File: config.mk
export PLATFORM = sky130hd
export DESIGN_NAME = ct3_window
export DESIGN_NICKNAME = d
export VERILOG_FILES = /design/src/hw/rtl/ct3_pkg.sv /design/src/hw/rtl/ct3_window.sv
export SDC_FILE = /design/constraint.sdc
export NUM_CORES = 1
export LEC_CHECK = 0
export BUFFER_PORTS_ARGS = -buffer_cell sky130_fd_sc_hd__buf_2
export CAP_MARGIN = 20
export CELL_PAD_IN_SITES_DETAIL_PLACEMENT = 0
export CELL_PAD_IN_SITES_GLOBAL_PLACEMENT = 1
export CORE_MARGIN = 1.5
export CORE_UTILIZATION = 39
export DETAILED_ROUTE_END_ITERATION = 16
export MAX_ROUTING_LAYER = met4
export PLACE_DENSITY_LB_ADDON = 0.1
export SYNTH_ARGS = -nofsm -noshare
export SYNTH_HDL_FRONTEND = slang
export SYNTH_SLANG_ARGS = --single-unit
File: constraint.sdc
create_clock -name clk -period 2.25 [get_ports clk]
set_input_delay 0.225 -clock clk [delete_from_list [all_inputs] [get_ports clk]]
set_output_delay 0.225 -clock clk [all_outputs]
set_load 0.01 [all_outputs]
File: src/hw/rtl/ct3_pkg.sv
`timescale 1ns / 1ps
// Shared types and constants for the 3x3 census transform.
// No dependencies; every other file in hw/rtl but ct3_ram refers to this package by scope.
package ct3_pkg;

    localparam int MAX_WIDTH    = 2048;
    localparam int HEIGHT_LIMIT = 2048;
    localparam int MIN_DIM      = 3;

    localparam int COL_W     = $clog2(MAX_WIDTH);
    localparam int ROW_W     = $clog2(HEIGHT_LIMIT);
    localparam int CFG_W     = 12;
    localparam int PIX_W     = 8;
    localparam int CODE_W    = 8;
    localparam int CFG_IDX_W = 1;

    // output queue, depth must be a power of two
    localparam int OUTQ_DEPTH = 4;
    localparam int OUTQ_AW    = $clog2(OUTQ_DEPTH);
    localparam int OUTQ_CW    = $clog2(OUTQ_DEPTH + 1);

    typedef logic [COL_W-1:0]   col_t;
    typedef logic [ROW_W-1:0]   row_t;
    typedef logic [CFG_W-1:0]   cfg_t;
    typedef logic [PIX_W-1:0]   pix_t;
    typedef logic [CODE_W-1:0]  code_t;
    typedef logic [OUTQ_AW-1:0] outq_ptr_t;
    typedef logic [OUTQ_CW-1:0] outq_cnt_t;

    localparam cfg_t WIDTH_RESET  = 12'd640;
    localparam cfg_t HEIGHT_RESET = 12'd480;

    typedef enum logic [CFG_IDX_W-1:0] {
        CFG_IMAGE_WIDTH  = 1'b0,
        CFG_IMAGE_HEIGHT = 1'b1
    } cfg_index_t;

    typedef enum logic {
        MODE_PIXEL = 1'b0,
        MODE_DRAIN = 1'b1
    } mode_t;

    // census bit positions
    localparam int BIT_UP_LEFT    = 0;
    localparam int BIT_UP         = 1;
    localparam int BIT_UP_RIGHT   = 2;
    localparam int BIT_LEFT       = 3;
    localparam int BIT_RIGHT      = 4;
    localparam int BIT_DOWN_LEFT  = 5;
    localparam int BIT_DOWN       = 6;
    localparam int BIT_DOWN_RIGHT = 7;

    // item between the address stage and the window stage
    typedef struct packed {
        logic is_drain;
        logic drain_eof;
        pix_t pixel;
        col_t col;
        logic row_ge1;
        logic row_ge2;
        logic col_ge1;
        logic col_ge2;
        logic col_last;
    } stage_t;

    typedef struct packed {
        code_t census_code;
        logic  last_of_item;
        logic  end_of_frame;
    } result_t;

endpackage

File: src/hw/rtl/ct3_window.sv
`timescale 1ns / 1ps
// Window stage: 3x3 window columns, census compare, line store write-back,
// and the result words for one item. Uses ct3_pkg.
module ct3_window (
    input  logic              clk,
    input  logic              rst_n,
    input  logic              s1_valid,
    input  ct3_pkg::stage_t   s1_data,
    input  logic              room,
    input  ct3_pkg::pix_t     top_px,
    input  ct3_pkg::pix_t     mid_px,
    output logic              s1_fire,
    output logic              wr_en,
    output ct3_pkg::col_t     wr_addr,
    output ct3_pkg::pix_t     wr_data_a,
    output ct3_pkg::pix_t     wr_data_b,
    output logic [1:0]        push_n,
    output ct3_pkg::result_t  res0,
    output ct3_pkg::result_t  res1
);

    // columns c-2 and c-1 as (top, mid, bottom)
    ct3_pkg::pix_t   win_reg [6];
    ct3_pkg::pix_t   win_next [6];
    ct3_pkg::pix_t   ctr;
    ct3_pkg::code_t  code;
    logic            emit_code;
    logic            emit_edge;
    logic [1:0]      n_words;

    assign s1_fire   = s1_valid && room;
    assign wr_en     = s1_fire && !s1_data.is_drain;
    assign wr_addr   = s1_data.col;
    assign wr_data_a = s1_data.pixel;
    assign wr_data_b = mid_px;

    assign ctr = win_reg[4];

    always_comb
    begin
        code = '0;
        if (s1_data.row_ge2 && s1_data.col_ge2)
        begin
            code[ct3_pkg::BIT_UP_LEFT]    = (win_reg[0] >= ctr);
            code[ct3_pkg::BIT_UP]         = (win_reg[3] >= ctr);
            code[ct3_pkg::BIT_UP_RIGHT]   = (top_px >= ctr);
            code[ct3_pkg::BIT_LEFT]       = (win_reg[1] >= ctr);
            code[ct3_pkg::BIT_RIGHT]      = (mid_px >= ctr);
            code[ct3_pkg::BIT_DOWN_LEFT]  = (win_reg[2] >= ctr);
            code[ct3_pkg::BIT_DOWN]       = (win_reg[5] >= ctr);
            code[ct3_pkg::BIT_DOWN_RIGHT] = (s1_data.pixel >= ctr);
        end
    end

    assign emit_code = s1_data.row_ge1 && s1_data.col_ge1;
    assign emit_edge = s1_data.row_ge1 && s1_data.col_last;

    always_comb
    begin
        res0    = '0;
        res1    = '0;
        n_words = 2'd0;
        if (s1_data.is_drain)
        begin
            n_words           = 2'd1;
            res0.last_of_item = 1'b1;
            res0.end_of_frame = s1_data.drain_eof;
        end
        else if (emit_code && emit_edge)
        begin
            // code for the last interior column, then the right border zero
            n_words           = 2'd2;
            res0.census_code  = code;
            res1.last_of_item = 1'b1;
        end
        else if (emit_code)
        begin
            n_words           = 2'd1;
            res0.census_code  = code;
            res0.last_of_item = 1'b1;
        end
        else if (emit_edge)
        begin
            n_words           = 2'd1;
            res0.last_of_item = 1'b1;
        end
    end

    assign push_n = s1_fire ? n_words : 2'd0;

    always_comb
    begin
        for (int i = 0; i < 6; i++)
        begin
            win_next[i] = win_reg[i];
        end
        if (wr_en)
        begin
            win_next[0] = win_reg[3];
            win_next[1] = win_reg[4];
            win_next[2] = win_reg[5];
            win_next[3] = top_px;
            win_next[4] = mid_px;
            win_next[5] = s1_data.pixel;
        end
    end

    always_ff @(posedge clk or negedge rst_n)
    begin
        if (!rst_n)
        begin
            for (int i = 0; i < 6; i++)
            begin
                win_reg[i] <= '0;
            end
        end
        else
        begin
            for (int i = 0; i < 6; i++)
            begin
                win_reg[i] <= win_next[i];
            end
        end
    end

endmodule

Yosys cells after proc, flatten, opt, wreduce, memory -nomap -nowiden:

Cells that the tools add are included.

* memory bits (read-only): 0
* output and inout port bits: 51
* RAM bits: 0
* register bits: 48
* input port bits: 46
* latch bits: 0
* memories: 0
* logic and storage cells: 37

* $add $sub $neg: 0
* reductions and logical operators: 7
* shifts and indexed selects: 0
* mux-type cells: 16
* magnitude comparators: 8
* multipliers: 0
* divide/modulo/power cells: 0
* equality and inequality tests: 0
* bitwise operators: 0

Operators with widths (count)
* $ge 8x8->1: 8
* $mux 8: 4
* $mux 1: 8
* $mux 2: 4
* $logic_and 1x1->1: 6
* $logic_not 1->1: 1

Depth between registers and ports, before layout:

* depth after elaboration: 6
* gate-level depth with buffers: 7

Worst setup path before layout:

No wires, ideal clock.

* path type: flip-flop to output port
* start: reg win_reg, in the netlist ctr[0]
* end: out res0[8] (netlist bit)
* data arrival time: 1558 ps
* stages on the path, launching flop included: 6
* path slack: 467 ps
* cells stage by stage: dfrtp_1 -> ha_1 -> nand2b_1 -> a2111oi_2 -> a2111oi_0 -> o211a_1

RTL lines
* from (decl): line ct3_window.sv:23 `ct3_pkg::pix_t win_reg [6];`
* from (signal, indexed assignment): line ct3_window.sv:121 `win_reg[i] <= win_next[i];`
* to (decl): line ct3_window.sv:18 `output ct3_pkg::result_t res0,`

==> impl_metrics.env <==
export IMPL_status="complete, but fails checks"
export IMPL_violations="negative setup slack"
export IMPL_p_sw_frac=0.357
export IMPL_synthDominantCellAreaShare=0.344
export IMPL_busiest_layer="met2"
export IMPL_hp_class="in -> reg"
export IMPL_path_max_fanout=5
export IMPL_antenna_cells=0
export IMPL_drt_pass1_iter_count=4
export IMPL_instances_no_fill=567
export IMPL_maxCapViolations=0
export IMPL_grt_use_met1=0.249
export IMPL_finalMaxSlewViolations=0
export IMPL_fin_crit_ps=2410
export IMPL_setup_viol=8
export IMPL_comb_power_share=0.392
export IMPL_skew_ps=7.67
export IMPL_vias=2766
export IMPL_drtIter0Drc=53
export IMPL_intPower_uw=1880
export IMPL_port_buffers=65
export IMPL_via_per_inst=4.88
export IMPL_final_layout_size_suffix_gt1_frac=0.259
export IMPL_yosysTopAreaCell="dfrtp_1"
export IMPL_fmax_mhz=415
export IMPL_synthXorXnorAreaFrac=0
export IMPL_grt_pass1_wl_um=13100
export IMPL_drt_wl_total_um=8300
export IMPL_row_count=34
export IMPL_cts_max_level=2
export IMPL_ys_ff_latch=48
export IMPL_initial_core_util=0.402
export IMPL_synth_cell_types=24
export IMPL_die_y_um=97.6
export IMPL_ys_flop_type="dfrtp_1"
export IMPL_p_leak_uw=0.00213
export IMPL_die_area_um2=9520
export IMPL_synth_mux_area_frac=0
export IMPL_switching_power_uw=1040
export IMPL_yosysWarnings=0
export IMPL_route_detailed_drc=0
export IMPL_dp_hpwl_um=5800
export IMPL_grt_max_degree=45
export IMPL_criticalPathCategory="reg -> out"
export IMPL_clk_path_buf_depth=2
export IMPL_vdd_ir_drop_max_v=0.000270
export IMPL_crit_required_ps=2030
export IMPL_fin_ws_ps=-158
export IMPL_drt_wirelength_per_cell_um=14.6
export IMPL_finalHoldViolations=0
export IMPL_synth_compound_gate_area_share=0.113
export IMPL_antenna_found_initial=0
export IMPL_cts_buffers=5
export IMPL_powerDensity_nw_per_um2=708
export IMPL_grtUsageMet3=0.0252
export IMPL_rsz0062_at_grt="yes"
export IMPL_avgSynthCellArea_um2=8.70
export IMPL_seq_power_share=0.388
export IMPL_rrSetupSlack_ps=1210
export IMPL_io_pins=97
export IMPL_pre_cts_ws_ps=60.6
export IMPL_area_growth_pct=18.5
export IMPL_synth_simple_gate_area_frac=0.191
export IMPL_yosysMostFrequentCell="nand2_1"
export IMPL_synthesis_instances=401
export IMPL_cp_start_kind="flip-flop"
export IMPL_insertion_delay_ps=310
export IMPL_synth_area_top_cells="dfrtp_1 34%, ha_1 23%, nand2_1 13%"
export IMPL_clockRootBuffer="clkbuf_8"
export IMPL_routabilityCongestion=0.850
export IMPL_dp_cells=549
export IMPL_synthTopCellsByCount="122 x nand2_1, 65 x ha_1, 48 x dfrtp_1"
export IMPL_synth_edf_count=0
export IMPL_largest_reg_flops=40
export IMPL_fin_nets=569
export IMPL_grt_pass1_vias=2601
export IMPL_async_reset_ff_frac=1.00
export IMPL_cts_tree="yes"
export IMPL_clock_sinks=48
export IMPL_p_clk_frac=0.221
export IMPL_grt_ovfl_total=0
export IMPL_grt_use_met2=0.277
export IMPL_die_w_um=97.6
export IMPL_cp_arrival_ps=2180
export IMPL_synth_fa_ha_area_frac=0.233
export IMPL_post_route_period_util=1.07
export IMPL_ant_nets=0
export IMPL_clkTransAtPathRegs_ps=100
export IMPL_core_um2=8680
export IMPL_grt_usage=0.178
export IMPL_syn_cell_area_um2=3490
export IMPL_seq_area_frac_synth=0.344
export IMPL_synth_top_family_by_area="adder cells"
export IMPL_endpoint_kind="output port"
[kinds of logic after synthesis]
family	after synthesis
AOI/OAI and AO/OA	63
adders and majority gates	65
buffers and inverters	64
DFF	48
other	1
and+or+nand+nor	160
[timing repair]
item | CTS | global route
setup endpoints to repair | 8 | 8
gates resized for setup | 4 | 31
hold buffers | 1 | 0
gates cloned | 0 | 2
pin swaps | 0 | 6
hold endpoints to repair | 15 | 0
setup buffers | 0 | 7
[cell usage in the layout, fill, tap and decap left out, types with 3 or more instances in the layout]
cell type / count
clkinvlp_4: 5
conb_1: 9
ha_4: 7
dfrtp_2: 3
nand2b_1: 6
a2111oi_4: 3
a21oi_1: 14
inv_1: 14
a2111oi_1: 3
clkbuf_8: 5
a211oi_1: 7
nor2_1: 15
and2_1: 4
o21ai_0: 21
buf_4: 17
dfrtp_1: 45
buf_2: 65
nand2_1: 122
ha_1: 58
or4_1: 7
o21a_1: 7
[path summary, 6_finish.rpt]
path | from | to | depth (start not counted)
min in group asynchronous | rst_n | ctr[4] | 2
min | top_px[0] | win_reg[16] | 3
min reg2reg | win_reg[44] | win_reg[44] | 2
max in group asynchronous | rst_n | ctr[2] | 3
max reg2reg | ctr[3] | win_reg[35] | 4
max | ctr[2] | res0[7] | 7
[layout make-up]
type	count	area, um^2
fill	864	4550
multi-input combinational	297	2080
sequential	48	1200
timing repair buffer	86	505
tap	108	135
inverter	18	77.6
clock buffer	5	68.8
clock inverter	3	42.5
timing repair inverter	2	15.0
[through the flow]
stage | hold slack (ps) | utilization | TNS [ps] | cell area (um^2) | power, uW
global placement | 176 | 0.431 | 0 | 3740 | 2080
finish | 125 | 0.476 | -986 | 4130 | 2930
floorplan | -70.6 | - | 0 | 3520 | 1810
detailed placement | 182 | 0.431 | 0 | 3740 | 2100
CTS | 127 | 0.446 | -1050 | 3870 | 2760
global route | 144 | 0.476 | -1910 | 4130 | 3210
[worst max-delay path: stages, from the launching register on]
cell        delay (ps)
dfrtp_2            400
clkinvlp_4         200
ha_1               340
o21a_1             100
nor2_1              30
or4_1              500
a21oi_2            160
buf_2              140
[power by group through the flow]
stage	clock network [uW]	registers, uW	logic, uW
floorplan	0	1110	704
CTS	662	1120	981
global placement	0	1140	939
global route	705	1160	1340
detailed placement	0	1140	965
finish	645	1130	1150
[per-layer routing]
metal  share of wire  vias to the layer above
li1                -                     1421
met1            0.50                     1276
met2            0.46                       63
met3           0.039                        6
met4          0.0071                        0
met5               0                        -
(Power assumes the default switching activity.)
