`src/hw/rtl/ct3_pkg.sv`:
```
`timescale 1ns / 1ps
// Shared types and constants for the 3x3 census transform.
// No dependencies; every other file in hw/rtl but ct3_ram refers to this package by scope.
package ct3_pkg;

    localparam int MAX_WIDTH    = 2048;
    localparam int HEIGHT_LIMIT = 2048;
    localparam int MIN_DIM      = 3;

    localparam int COL_W     = $clog2(MAX_WIDTH);
    localparam int ROW_W     = $clog2(HEIGHT_LIMIT);
    localparam int CFG_W     = 12;
    localparam int PIX_W     = 8;
    localparam int CODE_W    = 8;
    localparam int CFG_IDX_W = 1;

    // output queue, depth must be a power of two
    localparam int OUTQ_DEPTH = 4;
    localparam int OUTQ_AW    = $clog2(OUTQ_DEPTH);
    localparam int OUTQ_CW    = $clog2(OUTQ_DEPTH + 1);

    typedef logic [COL_W-1:0]   col_t;
    typedef logic [ROW_W-1:0]   row_t;
    typedef logic [CFG_W-1:0]   cfg_t;
    typedef logic [PIX_W-1:0]   pix_t;
    typedef logic [CODE_W-1:0]  code_t;
    typedef logic [OUTQ_AW-1:0] outq_ptr_t;
    typedef logic [OUTQ_CW-1:0] outq_cnt_t;

    localparam cfg_t WIDTH_RESET  = 12'd640;
    localparam cfg_t HEIGHT_RESET = 12'd480;

    typedef enum logic [CFG_IDX_W-1:0] {
        CFG_IMAGE_WIDTH  = 1'b0,
        CFG_IMAGE_HEIGHT = 1'b1
    } cfg_index_t;

    typedef enum logic {
        MODE_PIXEL = 1'b0,
        MODE_DRAIN = 1'b1
    } mode_t;

    // census bit positions
    localparam int BIT_UP_LEFT    = 0;
    localparam int BIT_UP         = 1;
    localparam int BIT_UP_RIGHT   = 2;
    localparam int BIT_LEFT       = 3;
    localparam int BIT_RIGHT      = 4;
    localparam int BIT_DOWN_LEFT  = 5;
    localparam int BIT_DOWN       = 6;
    localparam int BIT_DOWN_RIGHT = 7;

    // item between the address stage and the window stage
    typedef struct packed {
        logic is_drain;
        logic drain_eof;
        pix_t pixel;
        col_t col;
        logic row_ge1;
        logic row_ge2;
        logic col_ge1;
        logic col_ge2;
        logic col_last;
    } stage_t;

    typedef struct packed {
        code_t census_code;
        logic  last_of_item;
        logic  end_of_frame;
    } result_t;

endpackage

```
`src/hw/rtl/ct3_if.sv`:
```
`timescale 1ns / 1ps
// Valid/ready channel interfaces for pixel input and census code output.
// Depends on ct3_pkg for payload types.
interface ct3_in_if;
    logic          valid;
    logic          ready;
    logic          mode;
    ct3_pkg::pix_t pixel;

    modport source (output valid, output mode, output pixel, input ready);
    modport sink   (input valid, input mode, input pixel, output ready);
endinterface


```
`src/hw/rtl/ct3_ctrl.sv`:
```
`timescale 1ns / 1ps
// Address stage: row, column and drain counters, line store read issue,
// and the stage register that feeds the window stage. Uses ct3_pkg, ct3_if.
module ct3_ctrl (
    input  logic             clk,
    input  logic             rst_n,
    ct3_in_if.sink           pix_in,
    input  ct3_pkg::col_t    last_col,
    input  ct3_pkg::row_t    last_row,
    input  logic             s1_fire,
    output logic             s1_valid,
    output ct3_pkg::stage_t  s1_data,
    output logic             rd_en,
    output ct3_pkg::col_t    rd_addr
);

    ct3_pkg::col_t   col_reg, col_next;
    ct3_pkg::row_t   row_reg, row_next;
    ct3_pkg::col_t   drain_reg, drain_next;
    logic            s1_valid_reg, s1_valid_next;
    ct3_pkg::stage_t s1_data_reg, s1_data_next;

    logic            accept;
    logic            is_drain;
    logic            drain_eof;
    logic            col_end;
    ct3_pkg::col_t   col_cur;
    ct3_pkg::stage_t stage;

    assign pix_in.ready = !s1_valid_reg || s1_fire;
    assign accept       = pix_in.valid && pix_in.ready;
    assign is_drain     = (pix_in.mode == ct3_pkg::MODE_DRAIN);

    // a column past the row end counts as the last column
    assign col_cur   = (col_reg > last_col) ? last_col : col_reg;
    assign col_end   = (col_cur == last_col);
    assign drain_eof = (drain_reg >= last_col);

    always_comb
    begin
        stage.is_drain  = is_drain;
        stage.drain_eof = drain_eof;
        stage.pixel     = pix_in.pixel;
        stage.col       = col_cur;
        stage.row_ge1   = (row_reg != '0);
        stage.row_ge2   = (row_reg >= ct3_pkg::row_t'(2));
        stage.col_ge1   = (col_cur != '0);
        stage.col_ge2   = (col_cur >= ct3_pkg::col_t'(2));
        stage.col_last  = col_end;
    end

    always_comb
    begin
        col_next      = col_reg;
        row_next      = row_reg;
        drain_next    = drain_reg;
        s1_valid_next = s1_valid_reg;
        s1_data_next  = s1_data_reg;
        if (s1_fire)
        begin
            s1_valid_next = 1'b0;
        end
        if (accept)
        begin
            s1_valid_next = 1'b1;
            s1_data_next  = stage;
            if (is_drain)
            begin
                drain_next = drain_eof ? '0 : drain_reg + 1'b1;
            end
            else if (col_end)
            begin
                col_next = '0;
                row_next = (row_reg >= last_row) ? '0 : row_reg + 1'b1;
            end
            else
            begin
                col_next = col_cur + 1'b1;
            end
        end
    end

    always_ff @(posedge clk or negedge rst_n)
    begin
        if (!rst_n)
        begin
            col_reg      <= '0;
            row_reg      <= '0;
            drain_reg    <= '0;
            s1_valid_reg <= 1'b0;
        end
        else
        begin
            col_reg      <= col_next;
            row_reg      <= row_next;
            drain_reg    <= drain_next;
            s1_valid_reg <= s1_valid_next;
        end
    end

    always_ff @(posedge clk)
    begin
        s1_data_reg <= s1_data_next;
    end

    assign s1_valid = s1_valid_reg;
    assign s1_data  = s1_data_reg;
    assign rd_en    = accept && !is_drain;
    assign rd_addr  = col_cur;

    a_stage_holds: assert property (@(posedge clk) disable iff (!rst_n)
        s1_valid_reg && !s1_fire |=> s1_valid_reg && $stable(s1_data_reg))
        else $error("window stage word lost or changed while stalled");

    a_row_wrap: assert property (@(posedge clk) disable iff (!rst_n)
        accept && !is_drain && col_end |=> col_reg == '0)
        else $error("column counter did not restart after row end");

endmodule

```
`src/flat_wrapper.sv`:
```
// flat-port wrapper written by rule: the top's interface ports become plain ports
module ct3_ctrl_flat 
  (clk, rst_n, last_col, last_row, s1_fire, s1_valid, s1_data, rd_en, rd_addr, pix_in_valid, pix_in_mode, pix_in_pixel, pix_in_ready);
  ct3_in_if pix_in_i ();
  input  logic clk;
  input  logic rst_n;
  input  ct3_pkg::col_t last_col;
  input  ct3_pkg::row_t last_row;
  input  logic s1_fire;
  output logic s1_valid;
  output ct3_pkg::stage_t s1_data;
  output logic rd_en;
  output ct3_pkg::col_t rd_addr;
  input wire logic [$bits(pix_in_i.valid)-1:0] pix_in_valid;
  input wire logic [$bits(pix_in_i.mode)-1:0] pix_in_mode;
  input wire logic [$bits(pix_in_i.pixel)-1:0] pix_in_pixel;
  output wire logic [$bits(pix_in_i.ready)-1:0] pix_in_ready;
  assign pix_in_i.valid = pix_in_valid;
  assign pix_in_i.mode = pix_in_mode;
  assign pix_in_i.pixel = pix_in_pixel;
  assign pix_in_ready = pix_in_i.ready;
  ct3_ctrl u_core (.clk(clk), .rst_n(rst_n), .pix_in(pix_in_i), .last_col(last_col), .last_row(last_row), .s1_fire(s1_fire), .s1_valid(s1_valid), .s1_data(s1_data), .rd_en(rd_en), .rd_addr(rd_addr));
endmodule
```
`config.mk`:
```
export PLATFORM = sky130hd
export DESIGN_NAME = ct3_ctrl_flat
export DESIGN_NICKNAME = d
export VERILOG_FILES = /design/src/hw/rtl/ct3_pkg.sv /design/src/hw/rtl/ct3_if.sv /design/src/hw/rtl/ct3_ctrl.sv /design/src/flat_wrapper.sv
export SDC_FILE = /design/constraint.sdc
export NUM_CORES = 1
export LEC_CHECK = 0
export BUFFER_PORTS_ARGS = -buffer_cell sky130_fd_sc_hd__buf_2
export CORE_ASPECT_RATIO = 1.1
export CORE_MARGIN = 2
export CORE_UTILIZATION = 30
export DETAILED_ROUTE_END_ITERATION = 10
export PLACE_DENSITY_LB_ADDON = 0.05
export RECOVER_POWER = 100
export SETUP_SLACK_MARGIN = 0.05
export SLEW_MARGIN = 20
export SYNTH_ARGS = -nofsm -noshare
export SYNTH_HDL_FRONTEND = slang
export SYNTH_SLANG_ARGS = --single-unit
export TNS_END_PERCENT = 10
```
`constraint.sdc`:
```
create_clock -name clk -period 4 [get_ports clk]
set_input_delay 0.2 -clock clk [delete_from_list [all_inputs] [get_ports clk]]
set_output_delay 0.2 -clock clk [all_outputs]
set_load 0.03 [all_outputs]
```
# After elaboration in Yosys (flattened, before gate mapping)

Index checks and enable logic that the tools add are counted.
W data, S select, Z words.

Register bits: 60
Input port bits: 35
Output and inout port bits: 40
Logic and storage cells: 40

$add $sub $neg: 3
Magnitude comparators: 5
Equal/unequal tests: 1
Multiplexer cells: 6
Bitwise operators: 1
Reductions and logical operators: 11

Operators with widths:

| operator                | number |
|---|---|
| $mux W11                | 4 |
| $add A11 B1 Y11 const B | 3 |
| $ge A11 B11 Y1          | 2 |
| $ge A11 B2 Y1 const B   | 2 |
| $reduce_bool A11 Y1     | 2 |
| $eq A11 B11 Y1          | 1 |
| $gt A11 B11 Y1          | 1 |
| $reduce_and A2 Y1       | 2 |
| $reduce_and A3 Y1       | 1 |
| $logic_and A1 B1 Y1     | 2 |
| $logic_not A1 Y1        | 2 |
| $mux W1                 | 2 |
| $reduce_bool A2 Y1      | 1 |
| $logic_or A1 B1 Y1      | 1 |
| $not A1 Y1              | 1 |

# Longest topological paths before layout

Word-level depth: 4
Depth in mapped cells: 15
Depth with buffers taken out: 14

# Worst setup path before layout

No wires, ideal clock.

Path kind: flip-flop to flip-flop
Start: register u_core.col_reg[2]
End: register u_core.col_reg[6]
Setup time: 0.139 ns
Arrival: 3.212 ns
Path slack: 0.650 ns
Cell stages (with the launch flop): 15
Path buffers: 1
Clock period less this slack: 3.350 ns
Cell sequence: dfrtp_1 > ha_1 > a21oi_1 > a211oi_2 > a2111oi_4 > nor2_4 > buf_2 > mux2i_1 > inv_1 > ha_1 > nand2_1 > nor4_1 > o2bb2a_1 > xnor2_1 > o21ai_0

RTL lines:

| what                     | RTL line       | source |
|---|---|---|
| start: declaration       | ct3_ctrl.sv:17 | `ct3_pkg::col_t col_reg, col_next;` |
| start signal: assignment | ct3_ctrl.sv:94 | `col_reg <= col_next;` |

# Worst setup path in the final report

Start: register u_core.col_reg[9]
End: register u_core.col_reg[6]

Cells in the longest elaborated chain, start to end: 4

RTL lines:

| what                                                     | RTL line                       | source |
|---|---|---|
| $gt A11 B11 Y1                                           | ct3_ctrl.sv:35                 | `assign col_cur = (col_reg > last_col) ? last_col : col_reg;` |
| $mux W11 (*)                                             | ct3_ctrl.sv:35                 |  |
| $add A11 B1 Y11 / $eq A11 B11 Y1 (equally long branches) | ct3_ctrl.sv:78, ct3_ctrl.sv:36 |  |
| $mux W11 (*)                                             | ct3_ctrl.sv:71                 | `else if (col_end)` |

Mark *: on every way between the ends. The rest lies on a longest branch, timed or not.
A chain may end at the register's enable or synchronous reset.

==> run metrics <==
fin crit share=87.2%; Finished Layout Cells=about 650; Worst R2R Setup Slack=0.51 ns; crit-path cells=ha_1 -> nand4_1 -> a211oi_1 -> a2111oi_4 -> nor2_4 -> mux2i_1 -> inv_1 -> ha_1 -> nand2_1 -> nor4_1 -> buf_4 -> o2bb2a_1 -> xnor2_1 -> o21ai_0; cts repair resizes=0; Slew HR=-34.8%; Final #Nets=about 550; Num CTS Buffers=9; root buf cell=clkbuf_16; FMAX=0.287 GHz; Worst Skew=0.00389 ns; Lkg Pwr=2.21 nW; Cell Area, Placed=4530 sq um; Max stage delay cell, worst path=a211oi_1; Final setup violation count=0; Area Growth Syn to Fin=19.2%; drt first pass iters=4; DRC errors left=0; Peak VDD IR=0.000172 V; warnings from Yosys=0; CTS sink cnt=60; met2 Resource Use GR=25.8%; RSZ-0062 raised after global routing=false; CP bufs+invs=2; Crit path largest cell delay=0.49 ns; Hold Path Class=primary input to flop; Starting Density=between 30% and 40%; clk buf depth=2; delay-heaviest family, CP=compound AO/OA/AOI/OAI gates; Reg clk slew, reported paths=0.06 ns; Slew @ Worst Pin=2.02 ns; first-pass GRT wire length=17.7 mm; vias in the first global route=~3400; register bit total from synthesis=60; Final Hold Vio Count=0; Pwr Total=2.71 mW; Post-CTS Setup Bufs=0; number of max-cap violations=2; share of layout cells above drive strength 1=13.6%; setup TNS=0 ns; Syn Nets=475; sequential element share of the synthesized area=between 40% and 50%; hold_ws=0.0331 ns; busiest grt layer=met2; dominant synthesized flop cell=dfrtp_1; Die W=114 um; GR Util met1=20.5%; pin count of the biggest net entering global routing=35; Tmin final=3.49 ns; CP Capture Type=flop; commonest non-fill, non-tap cells in the layout=clkbuf_1 (42), ha_1 (40), o21ai_0 (37); Pwr Density=571 nW/um^2; # H-tree levels=3; Mapped Cells=400; final setup margin=0.510 ns; status=finished, violations left; port bufs=74; Final Instance Area=4750 sq um; Synth Cell Area=approximately 4000 sq um; post-DP HPWL=8.09 mm; Die Ht=125 um; Ports=75; Largest register FFs=26; Data arrival, critical path=~3.7 ns; antenna viol nets, final=0; Cells after DPL=628; most common cell after layout, fill and taps aside=clkbuf_1; CTS tree=done; Global Route Usage Sum=16.0%; via/cell ratio=a little over 5; Post-synth EDFFs=26; CORE AREA=13100 sq um; failing checks=capacitance limit, slew limit; CP Max Fanout=7; FP Rows=between 40 and 50; drt wl/cell=16.8 um; met3 GRT Util=2.73%; Congestion Overflow GR=0; Routed WL=around 11 mm; Distinct cells, synth=53; max-slew violations=62; category of the most critical setup path=flop to flop; Avg Inst Size Synth=between 9 and 10 sq um; full die area=14200 sq um; Most common cell on crit path=ha_1; initial drt markers=201; ANT cells=0; Core Util, Final=around 36%; pre-CTS setup slack=0.672 ns; clk_lat worst skew=0.34 ns; CP Launch Type=flop; GPL Wtd Cong=0.856; vias=3316; initial antenna violation count=0; CP required=4.19 ns; Synth async-reset ratio=56.7%
[cells by family after synthesis]
kind of cell / after synthesis / share of synthesized area (%)
buffers and inverters: 50 / 5.87
AOI/OAI and AO/OA: 100 / 16.9
adders and majority gates: 40 / 12.6
and+or+nand+nor: 122 / 17.0
muxes: 10 / 2.79
xor gates and xnor gates: 18 / 3.95
DFF: 60 / 40.9
[path summary, 6_finish.rpt]
check                                           startpoint                              end  cells after the start
hold / removal                             pix_in_pixel[4]     u_core.s1_data[20]$_DFFE_PP_                      1
setup / recovery             u_core.col_reg[9]$_DFFE_PN0P_    u_core.col_reg[6]$_DFFE_PN0P_                     14
min in group asynchronous                            rst_n    u_core.col_reg[9]$_DFFE_PN0P_                      2
max in group asynchronous                            rst_n    u_core.col_reg[2]$_DFFE_PN0P_                      2
setup reg to reg             u_core.col_reg[9]$_DFFE_PN0P_    u_core.col_reg[6]$_DFFE_PN0P_                     14
hold reg to reg            u_core.drain_reg[1]$_DFFE_PN0P_  u_core.drain_reg[1]$_DFFE_PN0P_                      2
[worst register-to-register path: stages, from the launching register on]
cell and delay (ns):
dfrtp_1 0.45, ha_1 0.34, nand4_1 0.16, a211oi_1 0.49, a2111oi_4 0.13, nor2_4 0.14
mux2i_1 0.33, inv_1 0.15, ha_1 0.29, nand2_1 0.10, nor4_1 0.05, buf_4 0.17
o2bb2a_1 0.30, xnor2_1 0.13, o21ai_0 0.10
[where the power goes]
group / internal, mW / switching [mW]
sequential: 0.783 / 0.130
combinational: 0.357 / 0.673
clock: 0.478 / 0.293
total: 1.62 / 1.10
[final cells by class]
| cell class | instances | area (sq um) |
|---|---|---|
| Clock buffer | 9 | 225 |
| Clock inverter | 7 | 67.6 |
| Fill cell | 1371 | 8350 |
| Inverter | 32 | 120 |
| Multi-Input combinational cell | 290 | 2100 |
| Sequential cell | 60 | 1630 |
| Tap cell | 161 | 201 |
| Timing Repair Buffer | 86 | 403 |
[per-layer routing]
metal,routed length (um),up-vias
met5,0,-
met4,357,0
met3,537,24
met2,4880,93
met1,5030,1564
li1,-,1635
[repair_timing]
item / in CTS / in global routing
hold buffers: 1 / 0
endpoints found under the hold margin: 12 / 0
setup endpoints to repair: 0 / 0
[synth_stat cells (all sizes together) (3+ instances only)]
cell	n	share of area, %
nand2b	4	0.63
dfrtp	34	21
o21ai	38	4.8
nor2b	16	2.5
ha	40	13
nor3	4	0.50
nor2	12	1.4
nand3	14	1.8
or4	3	0.56
o22ai	6	0.94
clkbuf	5	0.47
inv	32	3.0
a2111oi	3	1.1
nand2	27	2.5
xor2	15	3.3
nor4	7	1.4
xnor2	3	0.66
a22o	16	3.5
mux2i	4	1.0
a21oi	17	2.2
and3	19	3.0
mux2	6	1.8
nand4	9	1.4
edfxtp	26	20
a21o	4	0.75
buf	13	2.4
Power figures use the tool's default switching activity.
