<file path="src/hw/rtl/ct3_pkg.sv">
`timescale 1ns / 1ps
// Shared types and constants for the 3x3 census transform.
// No dependencies; every other file in hw/rtl but ct3_ram refers to this package by scope.
package ct3_pkg;

    localparam int MAX_WIDTH    = 2048;
    localparam int HEIGHT_LIMIT = 2048;
    localparam int MIN_DIM      = 3;

    localparam int COL_W     = $clog2(MAX_WIDTH);
    localparam int ROW_W     = $clog2(HEIGHT_LIMIT);
    localparam int CFG_W     = 12;
    localparam int PIX_W     = 8;
    localparam int CODE_W    = 8;
    localparam int CFG_IDX_W = 1;

    // output queue, depth must be a power of two
    localparam int OUTQ_DEPTH = 4;
    localparam int OUTQ_AW    = $clog2(OUTQ_DEPTH);
    localparam int OUTQ_CW    = $clog2(OUTQ_DEPTH + 1);

    typedef logic [COL_W-1:0]   col_t;
    typedef logic [ROW_W-1:0]   row_t;
    typedef logic [CFG_W-1:0]   cfg_t;
    typedef logic [PIX_W-1:0]   pix_t;
    typedef logic [CODE_W-1:0]  code_t;
    typedef logic [OUTQ_AW-1:0] outq_ptr_t;
    typedef logic [OUTQ_CW-1:0] outq_cnt_t;

    localparam cfg_t WIDTH_RESET  = 12'd640;
    localparam cfg_t HEIGHT_RESET = 12'd480;

    typedef enum logic [CFG_IDX_W-1:0] {
        CFG_IMAGE_WIDTH  = 1'b0,
        CFG_IMAGE_HEIGHT = 1'b1
    } cfg_index_t;

    typedef enum logic {
        MODE_PIXEL = 1'b0,
        MODE_DRAIN = 1'b1
    } mode_t;

    // census bit positions
    localparam int BIT_UP_LEFT    = 0;
    localparam int BIT_UP         = 1;
    localparam int BIT_UP_RIGHT   = 2;
    localparam int BIT_LEFT       = 3;
    localparam int BIT_RIGHT      = 4;
    localparam int BIT_DOWN_LEFT  = 5;
    localparam int BIT_DOWN       = 6;
    localparam int BIT_DOWN_RIGHT = 7;

    // item between the address stage and the window stage
    typedef struct packed {
        logic is_drain;
        logic drain_eof;
        pix_t pixel;
        col_t col;
        logic row_ge1;
        logic row_ge2;
        logic col_ge1;
        logic col_ge2;
        logic col_last;
    } stage_t;

    typedef struct packed {
        code_t census_code;
        logic  last_of_item;
        logic  end_of_frame;
    } result_t;

endpackage

</file>
<file path="src/hw/rtl/ct3_if.sv">


interface ct3_out_if;
    logic           valid;
    logic           ready;
    ct3_pkg::code_t census_code;
    logic           last_of_item;
    logic           end_of_frame;

    modport source (output valid, output census_code, output last_of_item,
                    output end_of_frame, input ready);
    modport sink   (input valid, input census_code, input last_of_item,
                    input end_of_frame, output ready);
endinterface

</file>
<file path="src/hw/rtl/ct3_outq.sv">
`timescale 1ns / 1ps
// Output queue: takes up to two result words per cycle, hands one per cycle
// to the output channel while it is ready. Uses ct3_pkg, ct3_if.
module ct3_outq (
    input  logic              clk,
    input  logic              rst_n,
    input  logic [1:0]        push_n,
    input  ct3_pkg::result_t  res0,
    input  ct3_pkg::result_t  res1,
    output logic              room,
    ct3_out_if.source         code_out
);

    ct3_pkg::result_t   queue_reg [ct3_pkg::OUTQ_DEPTH];
    ct3_pkg::outq_ptr_t wr_ptr_reg, wr_ptr_next;
    ct3_pkg::outq_ptr_t rd_ptr_reg, rd_ptr_next;
    ct3_pkg::outq_cnt_t count_reg, count_next;
    ct3_pkg::outq_ptr_t wr_ptr_inc;
    ct3_pkg::result_t   head;
    logic               pop;

    assign pop        = code_out.valid && code_out.ready;
    assign wr_ptr_inc = wr_ptr_reg + 1'b1;

    // registered fill level only, so output ready never reaches input ready
    assign room = (count_reg <= ct3_pkg::outq_cnt_t'(ct3_pkg::OUTQ_DEPTH - 2));

    always_comb
    begin
        wr_ptr_next = wr_ptr_reg + ct3_pkg::outq_ptr_t'(push_n);
        rd_ptr_next = pop ? rd_ptr_reg + 1'b1 : rd_ptr_reg;
        count_next  = count_reg + ct3_pkg::outq_cnt_t'(push_n)
                      - ct3_pkg::outq_cnt_t'(pop);
    end

    always_ff @(posedge clk or negedge rst_n)
    begin
        if (!rst_n)
        begin
            wr_ptr_reg <= '0;
            rd_ptr_reg <= '0;
            count_reg  <= '0;
        end
        else
        begin
            wr_ptr_reg <= wr_ptr_next;
            rd_ptr_reg <= rd_ptr_next;
            count_reg  <= count_next;
        end
    end

    always_ff @(posedge clk)
    begin
        if (push_n != 2'd0)
        begin
            queue_reg[wr_ptr_reg] <= res0;
        end
        if (push_n == 2'd2)
        begin
            queue_reg[wr_ptr_inc] <= res1;
        end
    end

    assign head                  = queue_reg[rd_ptr_reg];
    assign code_out.valid        = (count_reg != '0);
    assign code_out.census_code  = head.census_code;
    assign code_out.last_of_item = head.last_of_item;
    assign code_out.end_of_frame = head.end_of_frame;

    a_no_overflow: assert property (@(posedge clk) disable iff (!rst_n)
        count_reg <= ct3_pkg::outq_cnt_t'(ct3_pkg::OUTQ_DEPTH))
        else $error("output queue overflow");

    a_pop_drains: assert property (@(posedge clk) disable iff (!rst_n)
        pop && push_n == 2'd0 |=> count_reg == $past(count_reg) - 1'b1)
        else $error("output queue level wrong after a pop");

endmodule

</file>
<file path="src/flat_wrapper.sv">
// flat-port wrapper written by rule: the top's interface ports become plain ports
module ct3_outq_flat 
  (clk, rst_n, push_n, res0, res1, room, code_out_valid, code_out_census_code, code_out_last_of_item, code_out_end_of_frame, code_out_ready);
  ct3_out_if code_out_i ();
  input  logic clk;
  input  logic rst_n;
  input  logic [1:0] push_n;
  input  ct3_pkg::result_t res0;
  input  ct3_pkg::result_t res1;
  output logic room;
  output wire logic [$bits(code_out_i.valid)-1:0] code_out_valid;
  output wire logic [$bits(code_out_i.census_code)-1:0] code_out_census_code;
  output wire logic [$bits(code_out_i.last_of_item)-1:0] code_out_last_of_item;
  output wire logic [$bits(code_out_i.end_of_frame)-1:0] code_out_end_of_frame;
  input wire logic [$bits(code_out_i.ready)-1:0] code_out_ready;
  assign code_out_valid = code_out_i.valid;
  assign code_out_census_code = code_out_i.census_code;
  assign code_out_last_of_item = code_out_i.last_of_item;
  assign code_out_end_of_frame = code_out_i.end_of_frame;
  assign code_out_i.ready = code_out_ready;
  ct3_outq u_core (.clk(clk), .rst_n(rst_n), .push_n(push_n), .res0(res0), .res1(res1), .room(room), .code_out(code_out_i));
endmodule
</file>
<file path="config.mk">
export PLATFORM = sky130hd
export DESIGN_NAME = ct3_outq_flat
export DESIGN_NICKNAME = d
export VERILOG_FILES = /design/src/hw/rtl/ct3_pkg.sv /design/src/hw/rtl/ct3_if.sv /design/src/hw/rtl/ct3_outq.sv /design/src/flat_wrapper.sv
export SDC_FILE = /design/constraint.sdc
export NUM_CORES = 1
export LEC_CHECK = 0
export ABC_AREA = 1
export BUFFER_PORTS_ARGS = -buffer_cell sky130_fd_sc_hd__buf_4
export CORE_MARGIN = 2
export CORE_UTILIZATION = 34
export CTS_CLUSTER_DIAMETER = 60
export DETAILED_ROUTE_END_ITERATION = 7
export GPL_TIMING_DRIVEN = 1
export PLACE_DENSITY = 0.6
export SLEW_MARGIN = 25
export SYNTH_ARGS = -nofsm -noshare
export SYNTH_HDL_FRONTEND = slang
export SYNTH_SLANG_ARGS = --single-unit
export TNS_END_PERCENT = 100
</file>
<file path="constraint.sdc">
create_clock -name clk -period 1.9 [get_ports clk]
set_input_delay 0.19 -clock clk [delete_from_list [all_inputs] [get_ports clk]]
set_output_delay 0.19 -clock clk [all_outputs]
set_load 0.02 [all_outputs]
</file>
## Yosys cells after proc, flatten, opt, wreduce, memory -nomap -nowiden

Memory sizes are Yosys's and may differ from the RTL's.
Index checks and enable logic that the tools add are counted.

- Bits in registers: 7
- Memory bits (writable): 40
- Logic and storage cells: 18
- Memories: 1

Memory list:

| memory | words | width | read ports | clocked after memory_dff | write ports | line | source |
|---|---|---|---|---|---|---|---|
| u_core.queue_reg | 4 | 10 | 1 | 0 | 2 | ct3_outq.sv:14 | `ct3_pkg::result_t queue_reg [ct3_pkg::OUTQ_DEPTH];` |

- Add/sub/neg operators: 5
- Magnitude comparators: 1
- Eq/ne operators: 1
- Multiplexer cells: 4
- Reductions and logical operators: 3

Operators by type and width:

| operator | number |
|---|---|
| $add 2x1->2 const B | 2 |
| $mux 1 | 4 |
| $add 3x2->3 | 1 |
| $le 3x2->1 const B | 1 |
| $reduce_bool 3->1 | 1 |
| $sub 3x1->3 | 1 |
| $add 2x2->2 | 1 |
| $eq 2x2->1 const B | 1 |
| $reduce_bool 2->1 | 1 |
| $logic_and 1x1->1 | 1 |

## Longest topological paths before layout

- Depth after elaboration: 3
- Mapped depth: 12

## Least setup slack after synthesis

OpenSTA, ideal clock, no wires.

- Path type: register to register
- Start point: reg u_core.count_reg[2]
- End point: reg u_core.count_reg[2]
- Setup time: 0.117 ns
- Data arrival time: 1.959 ns
- Data required time: 1.783 ns
- Path slack: -0.176 ns
- Cell stages (with the launch flop): 13
- Path buffers: 0
- Clock period less this slack: 2.076 ns
- Cell sequence: dfrtp_1 -> nor2_1 -> nand2_1 -> nand2_1 -> inv_1 -> ha_1 -> inv_1 -> ha_1 -> inv_1 -> fa_1 -> xor2_1 -> nand2_1 -> nand2_1

- Cells in the longest elaborated chain, start to end: 3
- Elaborated cells on any way between the ends: 4
- Those cells by class: add/sub: 2; reduce/logical: 2

Ends and longest elaborated chain:

| element | line | source |
|---|---|---|
| from (decl) | ct3_outq.sv:17 | `ct3_pkg::outq_cnt_t count_reg, count_next;` |
| from (signal assigned) | ct3_outq.sv:48 | `count_reg <= count_next;` |
| $reduce_bool 3->1 | ct3_outq.sv:65 | `assign code_out.valid = (count_reg != '0);` |
| named net code_out_valid | flat_wrapper.sv:11 | `output wire logic [$bits(code_out_i.valid)-1:0] code_out_valid;` |
| $logic_and 1x1->1 | ct3_outq.sv:22 | `assign pop = code_out.valid && code_out.ready;` |
| named net u_core.pop | ct3_outq.sv:20 | `logic pop;` |
| $sub 3x1->3 | ct3_outq.sv:33 | `- ct3_pkg::outq_cnt_t'(pop);` |
| named net u_core.count_next[2] | ct3_outq.sv:17 |  |

The timed path passes the listed nets, and every way through them passes these cells.
A chain may end at the register's enable or synchronous reset.

## Worst setup path after layout

- Start point: reg u_core.count_reg[0]
- End point: reg u_core.count_reg[2]

- Cells in the longest elaborated chain, start to end: 3
- Elaborated cells on any way between the ends: 4
- Those cells by class: add/sub: 2; reduce/logical: 2

Ends and longest elaborated chain:

| element | line |
|---|---|
| $reduce_bool 3->1 | ct3_outq.sv:65 |
| $logic_and 1x1->1 | ct3_outq.sv:22 |
| named net u_core.pop | ct3_outq.sv:20 |
| $sub 3x1->3 | ct3_outq.sv:33 |
| named net u_core.count_next[2] | ct3_outq.sv:17 |

The timed path passes the listed nets, and every way through them passes these cells.

==> reports/results.tsv <==
stage	metric	value	unit
critical_path	reg2reg_depth	12	
critical_path	crit_arrival	2.07	ns
yosys	ys_seq_area_share	52.9	%
timing	worstMarginPinSlew	0.629	ns
yosys	avgSynthCellArea	8.00	um2
finish	fillCellCount	738	
routing	top_layer	met4	
power_and_ir_drop	p_clk_share	14.7	%
yosys	syn_nets	355	
yosys	ys_warn_count	0	
finish	nets	407	
place	gp_congestion	0.800	
flow_run	cap_violations	0	
clocking	h-tree-depth	2	
floorplanning	coreArea	7330	um2
timing	setup_viol	0	
finish	stdcell_area	3220	um2
power_and_ir_drop	p_sw_share	40.5	%
routing	wl_met2	3140	um
routing	met1_length	2740	um
finish	area_growth	24.0	%
floorplanning	design.die.area	8370	um2
power_and_ir_drop	power_leakage	1.56	nW
yosys	synth_top_area_share	46.2	%
power_and_ir_drop	comb_power_share	50.4	%
place	placed_cell_area	3080	um2
critical_path	worst_setup_path_start_kind	register	
timing	rsz0062_at_grt	true	
routing	viasPerCell	4.64	
clocking	worstSkewPairLatency	0.30	ns
finish	final_layout_size_suffix_gt1_share	20.7	%
critical_path	required	2.10	ns
timing	skew	0.00547	ns
power_and_ir_drop	power_density	1510	nW/um2
place	place_hpwl	4380	um
yosys	synth_edf_count	40	
routing	drc	0	
finish	largest_register_ffs	40	
floorplanning	boundaryPins	37	
floorplanning	std_cell_rows	31	
timing	hold_viol	0	
clocking	clkTransAtPathRegs	0.08	ns
routing	final_antenna_net_count	0	
yosys	synth_seq_cells	47	
min_path	min_path_type	in2reg	
routing	route.vias.total	2211	
clocking	cts_buffers	5	
timing	period_minus_slack	1.87	ns
yosys	synth_top_flop_cell	edfxtp_1	
finish	antenna_cells	0	
yosys	async_flop_share	14.9	%
power_and_ir_drop	p_int	0.00289	W
global_route	grt_start_max_net_pins	31	
global_route	track_usage	15.4	%
critical_path	cp-startpoint	u_core.count_reg[0]$_DFF_PN0_	
power_and_ir_drop	power.switching	0.00197	W
yosys	ys_types	19	
power_and_ir_drop	seq_power_share	34.9	%
routing	first_pass_iters	5	
yosys	synthCells	325	
yosys	yosys-top-cells-area	edfxtp_1, nand2_1, dfrtp_1	
routing	first_iter_violations	145	
timing	timing.final.crit_share	98.3	%
routing	wire_per_inst	13.1	um
global_route	grt_antenna_before_repair	0	
global_route	grt_pass1_vias	2060	
critical_path	reg2reg_slack	0.03	ns
timing	max_slew_margin	58.0	%
global_route	grt_remaining_overflow	0	
floorplanning	dieHeight	91.5	um
floorplanning	die_w	91.5	um
critical_path	crit_fanout	2	
critical_path	r2r-end	u_core.count_reg[2]$_DFF_PN0_	
clocking	cts_root_buffer	clkbuf_8	
finish	post-route-util	44.0	%
yosys	yosysTopAreaCell	edfxtp_1	
place	io_buffers	36	
critical_path	crit_type	reg2reg	
clocking	cts_sinks	47	
yosys	yosysMostFrequentCell	nand2_1	
run_status	status	finished clean	
critical_path	cp-endpoint	u_core.count_reg[2]$_DFF_PN0_	
clocking	cts_buffer_depth	2	
critical_path	end_kind	register	
routing	drt-total-wl	6250	um
global_route	grt_pass1_wl	9980	um
floorplanning	start_util	35.5	%
clocking	cts_tree	yes	
yosys	synth_common_cells	nand2_1, edfxtp_1, nand3_1, inv_1, nor2_1	
timing	max_freq	535	MHz
routing	dr_wl_met3	274	um
critical_path	r2r-start	u_core.count_reg[0]$_DFF_PN0_	
yosys	synthesis.area	2600	um2
power_and_ir_drop	peakVddDrop	0.473	mV
timing	finalMaxSlewViolations	0	
==> metrics by stage <==
stage	total power, W	setup slack [ns]	setup TNS [ns]	hold WS [ns]	instances
after floorplan	0.00314	-0.0405	-0.0405	-0.106	325
after global placement	0.00408	0.0327	0	0.00924	468
after detailed placement	0.00413	-0.00582	-0.00582	0.0102	468
after CTS	0.00485	-0.00662	-0.00662	0.148	476
after global routing	0.00522	-0.0811	-0.0811	0.157	476
final	0.00486	0.0325	0	0.154	476
==> cell families after synthesis <==
kind of cell    after synthesis  synth area share [%]
compound gates               25                  4.81
xor+xnor                      2                 0.674
fa+ha+maj                     5                  2.69
buf+inv                      42                  7.70
flops                        47                  52.9
simple gates                204                  31.2
==> layout make-up <==
class                   instances  area, um2  share of cell area [%]
clock inverters                 2       37.5                    1.16
multi-input cells             236       1060                    32.9
flip-flops and latches         47       1380                    42.7
repair buffers                 61        460                    14.3
well taps                      99        124                    3.84
clock buffers                   5       68.8                    2.13
inverters                      26       97.6                    3.03
==> layer usage <==
layer | up-vias | global-route usage, %
met5 | - | 0
met4 | 0 | 3.54
met3 | 12 | 2.90
met2 | 68 | 28.2
met1 | 989 | 18.6
li1 | 1142 | -
==> power groups by stage <==
stage	clock [W]	combinational (W)	sequential [W]
floorplan	0	0.00144	0.00170
global placement	0	0.00237	0.00171
detailed placement	0	0.00241	0.00172
CTS	0.000725	0.00243	0.00169
global route	0.000770	0.00271	0.00174
finish	0.000716	0.00245	0.00170
==> worst max-delay path: stages (launching register included) <==
cell,delay [ns]
dfrtp_1,0.38
inv_1,0.12
nand2_2,0.08
nand2_2,0.08
inv_2,0.04
ha_4,0.20
inv_2,0.05
ha_4,0.12
inv_2,0.04
fa_2,0.40
xor2_1,0.15
nand2_1,0.06
nand2_1,0.05
==> timing repair <==
action / in CTS / in global routing
hold endpoints to repair: 7 / 0
resized for setup: 1 / 7
buffers inserted: 0 / 0
hold buffers: 1 / 0
pin swaps: 1 / 7
setup endpoints to repair: 1 / 2
==> placed cells by master, fill, tap and decap left out <==
cell type / synthesis / routed
o21ai_0: 24 / 24
nor2_2: 1 / 2
dfrtp_1: 7 / 7
xor2_1: 1 / 1
clkbuf_8: 0 / 5
bufinv_16: 0 / 1
ha_1: 4 / 2
dlygate4sd3_1: 0 / 1
buf_4: 4 / 60
clkinvlp_4: 0 / 1
nand2_2: 0 / 2
nand4_1: 1 / 1
a21oi_1: 1 / 1
inv_2: 1 / 4
edfxtp_1: 40 / 40
inv_1: 25 / 22
fa_2: 0 / 1
xnor2_1: 1 / 1
ha_4: 0 / 2
nand3_1: 33 / 33
nor2_1: 25 / 24
nand2_1: 144 / 142
==> worst min path at each step <==
| stage | cells after the start | endpoint | slack, ns | start |
|---|---|---|---|---|
| after floorplan | 0 | u_core.count_reg[0]$_DFF_PN0_ | -0.11 | rst_n |
| after global placement | 1 | u_core.wr_ptr_reg[1]$_DFF_PN0_ | 0.009 | rst_n |
| after detailed placement | 1 | u_core.wr_ptr_reg[1]$_DFF_PN0_ | 0.01 | rst_n |
| after CTS | 3 | u_core.rd_ptr_reg[0]$_DFFE_PN0P_ | 0.15 | code_out_ready |
| after global routing | 3 | u_core.rd_ptr_reg[0]$_DFFE_PN0P_ | 0.16 | code_out_ready |
| final | 3 | u_core.rd_ptr_reg[0]$_DFFE_PN0P_ | 0.15 | code_out_ready |
No activity file was read; power rests on OpenSTA's default activity.
